--- config.mk ---
export PLATFORM = sky130hd
export DESIGN_NAME = utf8_codepoint_decoder_top
export DESIGN_NICKNAME = d
export VERILOG_FILES = /design/src/hdl/u8dec_pkg.sv /design/src/hdl/utf8_codepoint_decoder_top.sv /design/src/hdl/u8dec_ctrl.sv /design/src/hdl/u8dec_dp.sv
export SDC_FILE = /design/constraint.sdc
export NUM_CORES = 1
export LEC_CHECK = 0
export ABC_AREA = 1
export CELL_PAD_IN_SITES_DETAIL_PLACEMENT = 0
export CELL_PAD_IN_SITES_GLOBAL_PLACEMENT = 1
export CORE_MARGIN = 5
export CORE_UTILIZATION = 48
export DETAILED_ROUTE_END_ITERATION = 6
export DONT_BUFFER_PORTS = 1
export PLACE_DENSITY_LB_ADDON = 0.25
export SYNTH_ARGS = -nofsm -noshare
export SYNTH_HDL_FRONTEND = slang
export SYNTH_SLANG_ARGS = --single-unit
--- constraint.sdc ---
create_clock -name clk -period 5.3 [get_ports clk]
set_input_delay 0.795 -clock clk [delete_from_list [all_inputs] [get_ports clk]]
set_output_delay 0.795 -clock clk [all_outputs]
set_load 0.01 [all_outputs]
--- src/hdl/u8dec_pkg.sv ---
// Shared types, constants and byte-classification functions for the UTF-8 decoder.
// Used by u8dec_ctrl, u8dec_dp and utf8_codepoint_decoder_top; no dependencies.
package u8dec_pkg;

  localparam int unsigned CP_W   = 21;
  localparam int unsigned BYTE_W = 8;
  localparam int unsigned LEN_W  = 3;   // 0..4 held bytes

  localparam logic [CP_W-1:0] REPLACEMENT_CP = CP_W'(8'h3F);
  localparam logic [CP_W-1:0] END_CP         = '0;

  // Held bytes, element 0 is the front of the sequence.
  typedef logic [3:0][BYTE_W-1:0] buf_t;

  typedef enum logic [1:0] {
    ST_IDLE,
    ST_RUN,
    ST_FLUSH
  } state_t;

  // Result of looking at the front of the held bytes.
  typedef struct packed {
    logic             emit;
    logic [CP_W-1:0]  cp;
    logic             bad;
    logic [LEN_W-1:0] adv;
  } step_t;

  // Controller -> datapath
  typedef struct packed {
    logic load_byte;
    logic emit_step;
    logic emit_flush;
    logic emit_end;
    logic last;
  } dp_cmd_t;

  // Datapath -> controller
  typedef struct packed {
    logic in_zero;
    logic out_free;
    logic step_emit;
    logic step_more;
    logic len_zero;
  } dp_stat_t;

  // Total sequence length announced by a front byte, 0 if it cannot start one.
  function automatic logic [LEN_W-1:0] seq_len(input logic [BYTE_W-1:0] b);
    logic [LEN_W-1:0] n;
    begin
      if ((b & 8'h80) == 8'h00)      n = 3'd1;
      else if ((b & 8'hE0) == 8'hC0) n = 3'd2;
      else if ((b & 8'hF0) == 8'hE0) n = 3'd3;
      else if ((b & 8'hF8) == 8'hF0) n = 3'd4;
      else                           n = 3'd0;
      return n;
    end
  endfunction

  function automatic logic is_cont(input logic [BYTE_W-1:0] b);
    return (b & 8'hC0) == 8'h80;
  endfunction

  // One decode decision on the front of the held bytes.
  function automatic step_t front_eval(input buf_t bytes, input logic [LEN_W-1:0] len);
    step_t            s;
    logic [LEN_W-1:0] need;
    logic             broken;
    begin
      need   = seq_len(bytes[0]);
      broken = 1'b0;
      for (int k = 1; k < 4; k++) begin
        if ((LEN_W'(k) < need) && (LEN_W'(k) < len) && !is_cont(bytes[k])) broken = 1'b1;
      end
      s.emit = 1'b0;
      s.cp   = REPLACEMENT_CP;
      s.bad  = 1'b0;
      s.adv  = '0;
      if (len == '0) begin
        s.emit = 1'b0;
      end else if (need == 3'd1) begin
        s.emit = 1'b1;
        s.cp   = CP_W'(bytes[0]);
        s.adv  = 3'd1;
      end else if ((need == 3'd0) || broken) begin
        s.emit = 1'b1;
        s.bad  = 1'b1;
        s.adv  = 3'd1;
      end else if (len < need) begin
        s.emit = 1'b0;           // valid prefix, wait for more
      end else begin
        s.emit = 1'b1;
        s.adv  = need;
        unique case (need)
          3'd2:    s.cp = {10'd0, bytes[0][4:0], bytes[1][5:0]};
          3'd3:    s.cp = {5'd0, bytes[0][3:0], bytes[1][5:0], bytes[2][5:0]};
          default: s.cp = {bytes[0][2:0], bytes[1][5:0], bytes[2][5:0], bytes[3][5:0]};
        endcase
      end
      return s;
    end
  endfunction

endpackage

--- src/hdl/utf8_codepoint_decoder_top.sv ---
// Top level of the UTF-8 code point decoder: controller plus datapath.
// Depends on u8dec_pkg, u8dec_ctrl and u8dec_dp.
//
// Takes one text byte per transfer on the in_ channel and delivers decoded
// code points on the out_ channel. ASCII bytes come out as they are; a 2, 3
// or 4 byte sequence is held until complete and then comes out assembled.
// A bad front byte or a broken sequence gives '?' (63) with out_malformed
// set, and the held bytes after it are decoded again in order, so one byte
// can produce up to four results. A zero byte ends the text: every held byte
// gives a flagged '?', followed by one result with out_end_of_text set and
// code point 0. out_last_of_run marks the final result caused by an input
// byte; a byte that only extends a pending sequence produces no result.
// Overlong forms, surrogates and values above 0x10FFFF pass unchecked.
// One byte is in flight at a time. The controller takes a byte only in
// its idle state and then passes through its run or flush state, where it
// emits the results the byte causes, before going back. Stalls on out_stall
// hold it there. The next byte is taken while the last result of the
// previous one still waits in the result register.
module utf8_codepoint_decoder_top (
  input  logic                           clk,
  input  logic                           rst_n,
  input  logic                           in_valid,
  output logic                           in_stall,
  input  logic [u8dec_pkg::BYTE_W-1:0]   in_text_byte,
  output logic                           out_valid,
  input  logic                           out_stall,
  output logic [u8dec_pkg::CP_W-1:0]     out_code_point,
  output logic                           out_malformed,
  output logic                           out_end_of_text,
  output logic                           out_last_of_run
);

  u8dec_pkg::dp_cmd_t  cmd;
  u8dec_pkg::dp_stat_t stat;

  // sequencer: accept / step / flush decisions
  u8dec_ctrl u_ctrl (
    .clk      (clk),
    .rst_n    (rst_n),
    .in_valid (in_valid),
    .in_stall (in_stall),
    .stat     (stat),
    .cmd      (cmd)
  );

  // held bytes, front decode and result register
  u8dec_dp u_dp (
    .clk             (clk),
    .rst_n           (rst_n),
    .in_text_byte    (in_text_byte),
    .out_valid       (out_valid),
    .out_stall       (out_stall),
    .out_code_point  (out_code_point),
    .out_malformed   (out_malformed),
    .out_end_of_text (out_end_of_text),
    .out_last_of_run (out_last_of_run),
    .cmd             (cmd),
    .stat            (stat)
  );

endmodule

--- src/hdl/u8dec_ctrl.sv ---
// Sequencer for the UTF-8 decoder: accepts bytes and steps the datapath
// one result per cycle while the output is not stalled. Depends on u8dec_pkg.
module u8dec_ctrl (
  input  logic                clk,
  input  logic                rst_n,
  input  logic                in_valid,
  output logic                in_stall,
  input  u8dec_pkg::dp_stat_t stat,
  output u8dec_pkg::dp_cmd_t  cmd
);

  u8dec_pkg::state_t state_r, state_nxt;

  always_ff @(posedge clk) begin
    if (!rst_n) begin
      state_r <= u8dec_pkg::ST_IDLE;
    end else begin
      state_r <= state_nxt;
    end
  end

  always_comb begin
    state_nxt = state_r;
    cmd       = '0;
    in_stall  = 1'b1;
    unique case (state_r)
      u8dec_pkg::ST_IDLE: begin
        in_stall = 1'b0;
        if (in_valid) begin
          if (stat.in_zero) begin
            state_nxt = u8dec_pkg::ST_FLUSH;
          end else begin
            cmd.load_byte = 1'b1;
            state_nxt     = u8dec_pkg::ST_RUN;
          end
        end
      end
      u8dec_pkg::ST_RUN: begin
        if (!stat.step_emit) begin
          state_nxt = u8dec_pkg::ST_IDLE;   // incomplete sequence held
        end else if (stat.out_free) begin
          cmd.emit_step = 1'b1;
          cmd.last      = !stat.step_more;
          if (!stat.step_more) state_nxt = u8dec_pkg::ST_IDLE;
        end
      end
      u8dec_pkg::ST_FLUSH: begin
        if (stat.out_free) begin
          if (stat.len_zero) begin
            cmd.emit_end = 1'b1;
            cmd.last     = 1'b1;
            state_nxt    = u8dec_pkg::ST_IDLE;
          end else begin
            cmd.emit_flush = 1'b1;
          end
        end
      end
      default: state_nxt = u8dec_pkg::ST_IDLE;
    endcase
  end

endmodule

--- src/hdl/u8dec_dp.sv ---
// Datapath for the UTF-8 decoder: held-byte buffer, front decode and
// result register. Depends on u8dec_pkg.
module u8dec_dp (
  input  logic                                 clk,
  input  logic                                 rst_n,
  input  logic [u8dec_pkg::BYTE_W-1:0]         in_text_byte,
  output logic                                 out_valid,
  input  logic                                 out_stall,
  output logic [u8dec_pkg::CP_W-1:0]           out_code_point,
  output logic                                 out_malformed,
  output logic                                 out_end_of_text,
  output logic                                 out_last_of_run,
  input  u8dec_pkg::dp_cmd_t                   cmd,
  output u8dec_pkg::dp_stat_t                  stat
);

  u8dec_pkg::buf_t                  buf_r;
  logic [u8dec_pkg::LEN_W-1:0]      len_r;
  logic                             out_valid_r;
  logic [u8dec_pkg::CP_W-1:0]       cp_r;
  logic                             bad_r;
  logic                             eot_r;
  logic                             last_r;

  u8dec_pkg::step_t                 cur;
  u8dec_pkg::step_t                 nxt;
  u8dec_pkg::buf_t                  shifted;
  logic [u8dec_pkg::LEN_W-1:0]      len_left;
  logic                             out_free;

  always_comb begin
    cur      = u8dec_pkg::front_eval(buf_r, len_r);
    shifted  = u8dec_pkg::buf_t'(buf_r >> {cur.adv, 3'b000});
    len_left = len_r - cur.adv;
    nxt      = u8dec_pkg::front_eval(shifted, len_left);
    out_free = !out_valid_r || !out_stall;
  end

  assign stat.in_zero   = (in_text_byte == '0);
  assign stat.out_free  = out_free;
  assign stat.step_emit = cur.emit;
  assign stat.step_more = nxt.emit;
  assign stat.len_zero  = (len_r == '0);

  // buffer and fill level
  always_ff @(posedge clk) begin
    if (!rst_n) begin
      len_r <= '0;
    end else if (cmd.load_byte) begin
      len_r <= len_r + 3'd1;
    end else if (cmd.emit_step) begin
      len_r <= len_left;
    end else if (cmd.emit_flush) begin
      len_r <= len_r - 3'd1;
    end else if (cmd.emit_end) begin
      len_r <= '0;
    end
  end

  always_ff @(posedge clk) begin
    if (cmd.load_byte) begin
      buf_r[len_r[1:0]] <= in_text_byte;
    end else if (cmd.emit_step) begin
      buf_r <= shifted;
    end else if (cmd.emit_flush) begin
      buf_r <= u8dec_pkg::buf_t'(buf_r >> u8dec_pkg::BYTE_W);
    end
  end

  // result register
  always_ff @(posedge clk) begin
    if (!rst_n) begin
      out_valid_r <= 1'b0;
    end else if (cmd.emit_step || cmd.emit_flush || cmd.emit_end) begin
      out_valid_r <= 1'b1;
    end else if (!out_stall) begin
      out_valid_r <= 1'b0;
    end
  end

  always_ff @(posedge clk) begin
    if (cmd.emit_step) begin
      cp_r   <= cur.cp;
      bad_r  <= cur.bad;
      eot_r  <= 1'b0;
      last_r <= cmd.last;
    end else if (cmd.emit_flush) begin
      cp_r   <= u8dec_pkg::REPLACEMENT_CP;
      bad_r  <= 1'b1;
      eot_r  <= 1'b0;
      last_r <= cmd.last;
    end else if (cmd.emit_end) begin
      cp_r   <= u8dec_pkg::END_CP;
      bad_r  <= 1'b0;
      eot_r  <= 1'b1;
      last_r <= cmd.last;
    end
  end

  assign out_valid       = out_valid_r;
  assign out_code_point  = cp_r;
  assign out_malformed   = bad_r;
  assign out_end_of_text = eot_r;
  assign out_last_of_run = last_r;

endmodule

# --- After elaboration in Yosys (flattened, before gate mapping) ---
# Index checks and enable logic that the tools add are counted.
classes:
  muxes: 77
  shifts: 1
  add_sub_neg: 3
  n_eq_ne: 26
  reduce_logical: 40
  order_cmp: 16
op_table:
  columns: ["operator", "count"]
  rows:
  - ["$mux 21", 7]
  - ["$mux 32", 3]
  - ["$pmux 21 s2", 2]
  - ["$mux 3", 16]
  - ["$mux 22", 2]
  - ["$bwmux 32", 1]
  - ["$mux 1", 32]
  - ["$shr 32x6->32", 1]
  - ["$mux 25", 1]
  - ["$logic_not 8->1", 3]
  - ["$lt 2x3->1 const A", 8]
  - ["$mux 2", 9]
  - ["$demux 8 s2", 1]
  - ["$eq 2x2->1 const B", 7]
  - ["$logic_and 1x1->1", 13]
  - ["$eq 3x2->1 const B", 4]
  - ["$logic_not 3->1", 4]
  - ["$lt 1x3->1 const A", 4]
  - ["$eq 5x5->1 const B", 2]
  - ["$logic_not 1->1", 9]
  - ["$eq 4x4->1 const B", 2]
  - ["$mux 8", 1]
  - ["$eq 3x1->1 const B", 2]
  - ["$eq 3x3->1 const B", 2]
  - ["19 further kinds", 27]
totals:
  output_inout_bits: 26
  register_bits: 62

# --- Logic depth before layout (Yosys ltp) ---
# Gate-level depths: netlist of run 1.
depth:
  word_depth: 38
  depth_mapped: 34

# --- Modules after synthesis ---
# From an unflattened synthesis of run 1, not the netlist that was laid out.
unflattened:
  hier_cells: 516
  hier_area_um2: 4134.0
modules_own_cells:
  columns: ["mod", "seq_area_each_um2", "n_inst", "cells_per_inst", "area_each_um2"]
  rows:
  - ["u8dec_dp", 1751.7, 1, 474, 3896.2]
  - ["u8dec_ctrl", 40.0, 1, 42, 237.7]

# --- Worst setup path after synthesis of run 1 ---
# Ideal clock, no wire load.
synth_path:
  path_kind: "register to register"
  from: "register u_dp.buf_r[7] (netlist name)"
  to: "register u_ctrl.state_r[1]"
  path_slack_ns: 1.175
  t_arrival_ns: 4.010
  required_time_ns: 5.185
  synth_period_minus_slack_ns: 4.125
  stages_incl_launch_ff: 35
  setup_ns: 0.115
  cell_sequence: "edfxtp_1 nand2_1 inv_1 o21ai_1 clkbuf_1 ha_1 nand2_1 inv_1 nand2_1 nand2_2 nand2_2 nand2_4 nand2_4 inv_2 ha_1 inv_1 fa_1 xor2_1 inv_1 nand2_1 and2_1 inv_1 ha_1 nand2_1 inv_1 a221oi_1 nand2_1 nor2_1 nand2_1 o21bai_1 nand2_1 nand2_2 nand3_1 nand2_1 nor2_1"
synth_between:
  elab_chain_len: 33
  elab_cells_between_ends: 77
synth_lines:
  columns: ["item", "line_no", "source"]
  rows:
  - ["start, declared", "u8dec_dp.sv:17", "u8dec_pkg::buf_t buf_r;"]
  - ["start signal, assigned by index", "u8dec_dp.sv:62", "buf_r[len_r[1:0]] <= in_text_byte;"]
  - ["start signal, assigned", "u8dec_dp.sv:64", "buf_r <= shifted;"]
  - ["start signal, assigned", "u8dec_dp.sv:66", "buf_r <= u8dec_pkg::buf_t'(buf_r >> u8dec_pkg::BYTE_W);"]
  - ["$eq 5x5->1", "u8dec_pkg.sv:54", "else if ((b & 8'hF8) == 8'hF0) n = 3'd4;"]
  - ["$mux 3", "u8dec_pkg.sv:54", null]
  - ["$mux 3", "u8dec_pkg.sv:53", "else if ((b & 8'hF0) == 8'hE0) n = 3'd3;"]
  - ["$mux 3", "u8dec_pkg.sv:52", "else if ((b & 8'hE0) == 8'hC0) n = 3'd2;"]
  - ["$mux 3", "u8dec_pkg.sv:51", "if ((b & 8'h80) == 8'h00) n = 3'd1;"]
  - ["$lt 1x3->1", "u8dec_pkg.sv:73", "if ((LEN_W'(k) < need) && (LEN_W'(k) < len) && !is_cont(bytes[k])) broken = 1'b1;"]
  - ["$logic_and 1x1->1 (2 in series)", "u8dec_pkg.sv:73", null]
  - ["$mux 1 (3 in series)", "u8dec_pkg.sv:73", null]
  - ["(+11 left out)", null, null]
  - ["$logic_and 1x1->1 (2 in series)", "u8dec_pkg.sv:73", null]
  - ["$mux 1 (3 in series)", "u8dec_pkg.sv:73", null]
  - ["$logic_or 1x1->1", "u8dec_pkg.sv:85", "end else if ((need == 3'd0) || broken) begin"]
  - ["$mux 1", "u8dec_pkg.sv:85", null]
  - ["$mux 22", "u8dec_pkg.sv:81", "end else if (need == 3'd1) begin"]
  - ["$mux 1", "u8dec_pkg.sv:79", "if (len == '0) begin"]
  - ["$ne 3x3->1 (no source line)", null, null]
  - ["$reduce_and 5->1 (no source line)", null, null]
  - ["end signal, assigned", "u8dec_ctrl.sv:16", "state_r <= u8dec_pkg::ST_IDLE;"]
  - ["end signal, assigned", "u8dec_ctrl.sv:18", "state_r <= state_nxt;"]
  - ["end, declared", "u8dec_ctrl.sv:12", "u8dec_pkg::state_t state_r, state_nxt;"]
# Parallel ways exist; a longest one is shown, timed or not.
# A chain may end at the register's enable or synchronous reset.

# --- Worst setup path in the final report of run 1 ---
layout_path:
  from: "register u_dp.buf_r[6] (netlist name)"
  to: "register u_ctrl.state_r[1]"
# The elaborated chain is that of the path after synthesis.

==> results.yml, run 1 <==
synthesis:
  synthArstFlopShare_pct: 0
  yosysTopAreaCell: "edfxtp_1"
  synth-edff-count: 55
  yosysSeqAreaShare_pct: 45.3
  synth_most_common_cell: "nand2_1"
  mappedNetlistArea_sq_mm: 0.00395
  avgSynthCellArea_sq_um: 8.36
  synth_area_leaders: "edfxtp_1, nand2_1, inv_1, o221ai_1, ha_1"
  ys.flop_type: "edfxtp_1"
  yosys-top-cells-count: "nand2_1, inv_1, edfxtp_1"
  yosys.area.top_type_share_pct: 41.8
  synth_seq_cells: 62
  synth_warnings: 0
  synth_cell_types: 40
  syn_inst: 473
  synth_fp_nets: 501
floorplanning:
  io-pin-count: 38
  design.die.area_sq_mm: 0.0102
  num_rows: 33
  die_h_microns: 101
  start_util_pct: 48.6
  coreArea_sq_mm: 0.00813
  die_w_microns: 101
sta:
  slew_violations: 0
  clock.fmax_mhz: 215
  hold_viol: 0
  setup_violations: 0
  setup_slack_ns: 0.639
  slew_headroom_pct: 33.7
  setup_tns_ns: 0
  holdWs_ns: 0.527
  fin_crit_ns: 4.66
  worst_slew_pin_slew_ns: 0.985
  fin_skew_ns: 0.0134
  fin_crit_sh_pct: 87.9
  rsz0062_at_grt: "no"
clock_tree:
  cts_buffers: 9
  clk_latency_ns: 0.35
  cts_buffer_depth: 2
  clock_sinks: 62
  cts-root-buf: "clkbuf_8"
  cts_tree: "built"
  htreeDepth: 3
  path_clk_slew_ns: 0.08
layout:
  drive_gt1_share_pct: 9.63
  nNetsFinal: 511
  final_area_sq_mm: 0.00432
  diodes: 0
  area_growth_pct: 9.37
setup_path:
  crit_type: "reg -> reg"
  critPathMaxFanout: 24
  start_kind: "flip-flop"
  worstPathRequired_ns: 5.55
  end_kind: "flip-flop"
  critPathSlowestCell: "edfxtp_1"
  crit_family: "simple AND/OR/NAND/NOR gates"
  cp_num_buf_inv: 8
  arrival_ns: 4.91
  max_stage_delay_ns: 0.48
job:
  max_cap_violations: 0
placed_design:
  portBuffers: 0
  dp_slack_ns: 0.503
  place_congestion: 0.958
  hpwl_microns: 8430
  placed_area_sq_mm: 0.00406
power_and_ir_drop:
  fin_total_pwr_mw: 3.02
  power.density_mw_per_mm2: 697
  power.leakage_nw: 1.88
  ir_worst_vdd_mv: 0.256
route:
  wl_microns: 11200
  wl_per_cell_microns: 18.8
  first_pass_iters: 5
  drc: 0
  via_per_inst: 5.95
  drtIter0Drc: 333
  vias: 3529
  antenna_left: 0
grt:
  antenna_found_initial: 0
  grt_pass1_wl_microns: 17700
  grt_max_degree: 25
  grt_pass1_vias: 3251
  grt_overflow_total: 0
  track_usage_pct: 22.8
hold_path:
  hp-class: "reg -> reg"
outcome:
  status: "finished clean"
[report_power, final]
part | leakage, nW | internal, mW | switching (mW) | total (mW)
clock | 0.111 | 0.270 | 0.220 | 0.490
sequential | 0.574 | 0.809 | 0.164 | 0.973
combinational | 1.20 | 0.483 | 1.07 | 1.55
total | 1.88 | 1.56 | 1.45 | 3.02
[worst reg2reg max path, delay by kind of cell, from the launching register on]
kind                     cells  cell delay [ns]
AND/OR/NAND/NOR             16             1.84
buffers and inverters        8             0.62
adder cells (fa/ha/maj)      4             0.83
flip-flops                   1             0.48
AO/OA/AOI/OAI                3             0.62
XOR/XNOR                     1             0.18
[layout by cell type, fill, tap and decap left out, drive strengths merged, types with 3 or more instances in the layout]
cell    count
dfxtp       7
a22oi       3
nand3      40
ha         15
nor2       38
o221ai     28
a221oi      4
edfxtp     55
o21ai      16
o22ai      19
inv        81
nand2     121
nor3        7
clkbuf      9
buf         8
a21oi      10
o211ai      6
[cells by family (layout without fill, tap and decap cells)]
group / after synthesis / count (layout) / share of synthesized area (%)
AOI/OAI and AO/OA: 92 / 92 / 16.3
xor gates and xnor gates: 1 / 1 / 0.222
adders and majority gates: 16 / 16 / 5.25
buffers and inverters: 89 / 104 / 8.89
DFF: 62 / 62 / 45.3
and+or+nand+nor: 213 / 213 / 24.0
[layer usage]
metal | part of all wire (%) | track usage [%] | up-vias
met2 | 45 | 34.3 | 206
met4 | 2.1 | 7.46 | 0
met3 | 9.0 | 5.19 | 16
met1 | 44 | 32.5 | 1628
li1 | - | - | 1679
met5 | 0 | 0 | -
[state kept, by name, summed over array words and instances, names as in the netlist]
name	count
u_dp.buf_r	32
u_dp.out_malformed	1
u_dp.len_r	3
u_dp.out_valid	1
u_dp.out_code_point	21
u_dp.out_last_of_run	1
u_ctrl.state_r	2
u_dp.out_end_of_text	1
[final cells by class]
| type | instances | area [sq um] |
|---|---|---|
| clock buffer | 9 | 124 |
| inverter | 80 | 304 |
| multi-input combinational | 322 | 1810 |
| tap | 105 | 131 |
| clock inverter | 7 | 103 |
| fill | 727 | 3810 |
| sequential | 62 | 1790 |
| timing repair buffer | 8 | 60.1 |
[repair_timing]
item / 4_1_cts / 5_1_grt
setup buffers: 0 / 4
gates resized for setup: 0 / 1
hold endpoints to repair: 0 / 0
setup endpoints to repair: 0 / 2
hold buffers: 0 / 0
[worst paths after layout]
kind	end	depth (start not counted)	from	slack, ns
max	u_ctrl.state_r[1]	32	u_dp.buf_r[6]	0.64
min	u_ctrl.state_r[0]	2	u_ctrl.state_r[0]	0.53
max reg2reg	u_ctrl.state_r[1]	32	u_dp.buf_r[6]	0.64
min reg2reg	u_ctrl.state_r[0]	2	u_ctrl.state_r[0]	0.53
[metrics by stage]
| stage | util (%) | std cells |
|---|---|---|
| 3_5_place_dp | 50.0 | 573 |
| 3_3_place_gp | 50.0 | 573 |
| 6_report | 53.2 | 593 |
| 2_1_floorplan | - | 473 |
| 4_1_cts | 52.7 | 589 |
| 5_1_grt | 53.2 | 593 |
Power figures use the tool's default switching activity.
==> run 2, diff against run 1 <==
- CORE_UTILIZATION: 48 -> 50
- CTS_BUF_LIST: unset -> sky130_fd_sc_hd__clkbuf_4
==> run 2 against run 1 <==
  * Die area decreased by 3.6%
  * Fmax shrank 2.7%
  * Clock skew up 0.013 ns
  * Sequential share of layout area up 1.0 points
  * Hold slack worse by 0.058 ns
  * Cell count down 1.0%
  * Sequential power down 0.8%
  * Combinational power about the same
  * Wire length is 3.5% lower
  * Total power is 5.7% lower
  * Clock-buffer cell count unchanged
  * Non-clock buffer count shrank 3
==> results.yml, run 2 (synthesis gave the netlist of run 1 again) <==
route:
  met2WireLength_microns: 4610
  top_layer_used: "met4"
  m1WireLength_microns: 5180
  drtIter0Drc: 378
  wl_met3_microns: 712
  wl_microns: 10800
  antenna_left: 0
  vias: 3477
  wl_per_cell_microns: 18.4
  first_pass_iters: 5
  drc: 0
  via_per_inst: 5.92
floorplanning:
  start_util_pct: 51.2
  io-pin-count: 38
  num_rows: 32
  die_h_microns: 98.9
  design.die.area_sq_mm: 0.00979
  die_w_microns: 98.9
  coreArea_sq_mm: 0.00773
grt:
  grt_overflow_total: 0
  grt_pass1_wl_microns: 17100
  antenna_found_initial: 0
  grt_pass1_vias: 3141
  grt_max_degree: 25
  track_usage_pct: 22.5
setup_path:
  crit_type: "reg -> reg"
  end_kind: "flip-flop"
  arrival_ns: 5.13
  start_kind: "flip-flop"
  regToRegEndpoint: "u_ctrl.state_r[0]"
  worstPathRequired_ns: 5.64
  ff2ff_path_depth: 27
  critPathMaxFanout: 24
  ff2ff_setup_slack_ns: 0.51
  timing.rr.start: "u_dp.len_r[1]"
layout:
  area_growth_pct: 6.68
  nFillCells: 723
  top_register: "u_dp.buf_r"
  diodes: 0
  final_cell_mix: "nand2_1, inv_1, edfxtp_1"
  final_common_cell: "nand2_1"
  nNetsFinal: 508
  drive_gt1_share_pct: 8.87
  largest_reg_flops: 32
hold_path:
  holdPathEnd: "u_ctrl.state_r[1]"
  hp-class: "in -> reg"
  min_from: "rst_n"
  hold-path-cell-count: 2
sta:
  fin_crit_sh_pct: 90.4
  setup_tns_ns: 0
  slew_violations: 0
  worst_slew_pin_slew_ns: 0.925
  hold_viol: 0
  setup_violations: 0
  fin_crit_ns: 4.79
  slew_headroom_pct: 38.2
  clock.fmax_mhz: 209
  rsz0062_at_grt: "no"
  fin_skew_ns: 0.0266
power_and_ir_drop:
  switching_share_pct: 49.9
  seq_power_share_pct: 33.9
  p_sw_mw: 1.42
  p_int_mw: 1.42
  fin_total_pwr_mw: 2.84
  ir_worst_vdd_mv: 0.261
  power.density_mw_per_mm2: 674
  power.leakage_nw: 1.84
  clkPwrFrac_pct: 12.5
  combPwrFrac_pct: 53.6
clock_tree:
  cts_buffer_depth: 2
  cts_hold_buffers: 0
  htreeDepth: 3
  cts_buffers: 9
  path_clk_slew_ns: 0.11
  cts-root-buf: "clkbuf_4"
  cts_resized: 0
  cts_tree: "built"
  clock_sinks: 62
  clk_latency_ns: 0.44
placed_design:
  hpwl_microns: 8120
  portBuffers: 0
  place_congestion: 0.895
outcome:
  status: "finished clean"
job:
  max_cap_violations: 0
## run 2: changes by cell type in the layout (fill, tap and decap cells not counted)
cell       previous run  this run
inv_8                 0         1
clkbuf_8              9         0
inv_1                73        74
inv_6                 3         1
clkinv_4              1         2
clkbuf_4              0         9
bufinv_16             2         1
buf_4                 8         5
## run 2: cell type report
cell class              instances  area, sq um  area share, %
repair buffers                  5         37.5          0.890
clock buffers                   9         67.6           1.60
flip-flops and latches         62         1790           42.5
clock inverters                 7         82.6           1.96
multi-input cells             322         1810           42.9
inverters                      80          300           7.12
well taps                     102          128           3.03
## run 2: routing by layer
metal / up-vias / global-route usage, %
li1: 1674 / -
met1: 1620 / 33.1
met2: 164 / 32.0
met3: 19 / 5.73
met4: 0 / 7.56
met5: - / 0
## run 2: worst max-delay path: stages (launching register included)
cell	delay (ns)
dfxtp_1	0.54
inv_1	0.11
ha_1	0.22
ha_1	0.28
inv_1	0.43
nand2_4	0.27
inv_2	0.21
ha_1	0.17
inv_1	0.05
fa_1	0.37
xor2_1	0.19
inv_1	0.07
nand2_1	0.07
and2_1	0.13
inv_1	0.07
ha_1	0.30
nand2_1	0.07
inv_1	0.04
a221oi_1	0.24
nand2_1	0.08
nor2_1	0.11
nand2_1	0.06
o21bai_1	0.24
nand2_1	0.10
nand2_2	0.10
nand3_1	0.07
nand2_1	0.07
nor2_1	0.04
## run 2: timing repair
item                                   in CTS  in global routing
setup endpoints to repair                   0                  2
setup buffers                               0                  2
endpoints found under the hold margin       0                  0
## run 2: how the worst max path moves through the flow
stage                       start                end  slack [ns]
CTS                 u_dp.buf_r[7]  u_ctrl.state_r[0]        0.49
global route        u_dp.len_r[1]  u_ctrl.state_r[0]        0.11
detailed placement  u_dp.buf_r[7]  u_ctrl.state_r[0]        0.49
global placement    u_dp.buf_r[7]  u_ctrl.state_r[1]        0.66
floorplan           u_dp.buf_r[7]  u_ctrl.state_r[1]        1.18
finish              u_dp.len_r[1]  u_ctrl.state_r[0]        0.51
## run 2: power groups by stage
stage / clock, mW / combinational (mW) / sequential (mW)
3_3_place_gp: 0 / 1.46 / 0.985
5_1_grt: 0.390 / 1.70 / 0.983
4_1_cts: 0.358 / 1.47 / 0.978
6_report: 0.354 / 1.52 / 0.965
3_5_place_dp: 0 / 1.47 / 0.991
2_1_floorplan: 0 / 1.17 / 0.934
## run 2: metrics by stage
step                util, %  cells  setup slack (ns)  hold slack [ns]  cell area, sq um
floorplan                 -    473              1.18            0.477              3950
global placement       52.4    569             0.662            0.504              4050
detailed placement     52.4    569             0.494            0.513              4050
CTS                    54.4    585             0.494            0.445              4200
global route           54.6    587             0.107            0.442              4220
finish                 54.6    587             0.510            0.469              4220
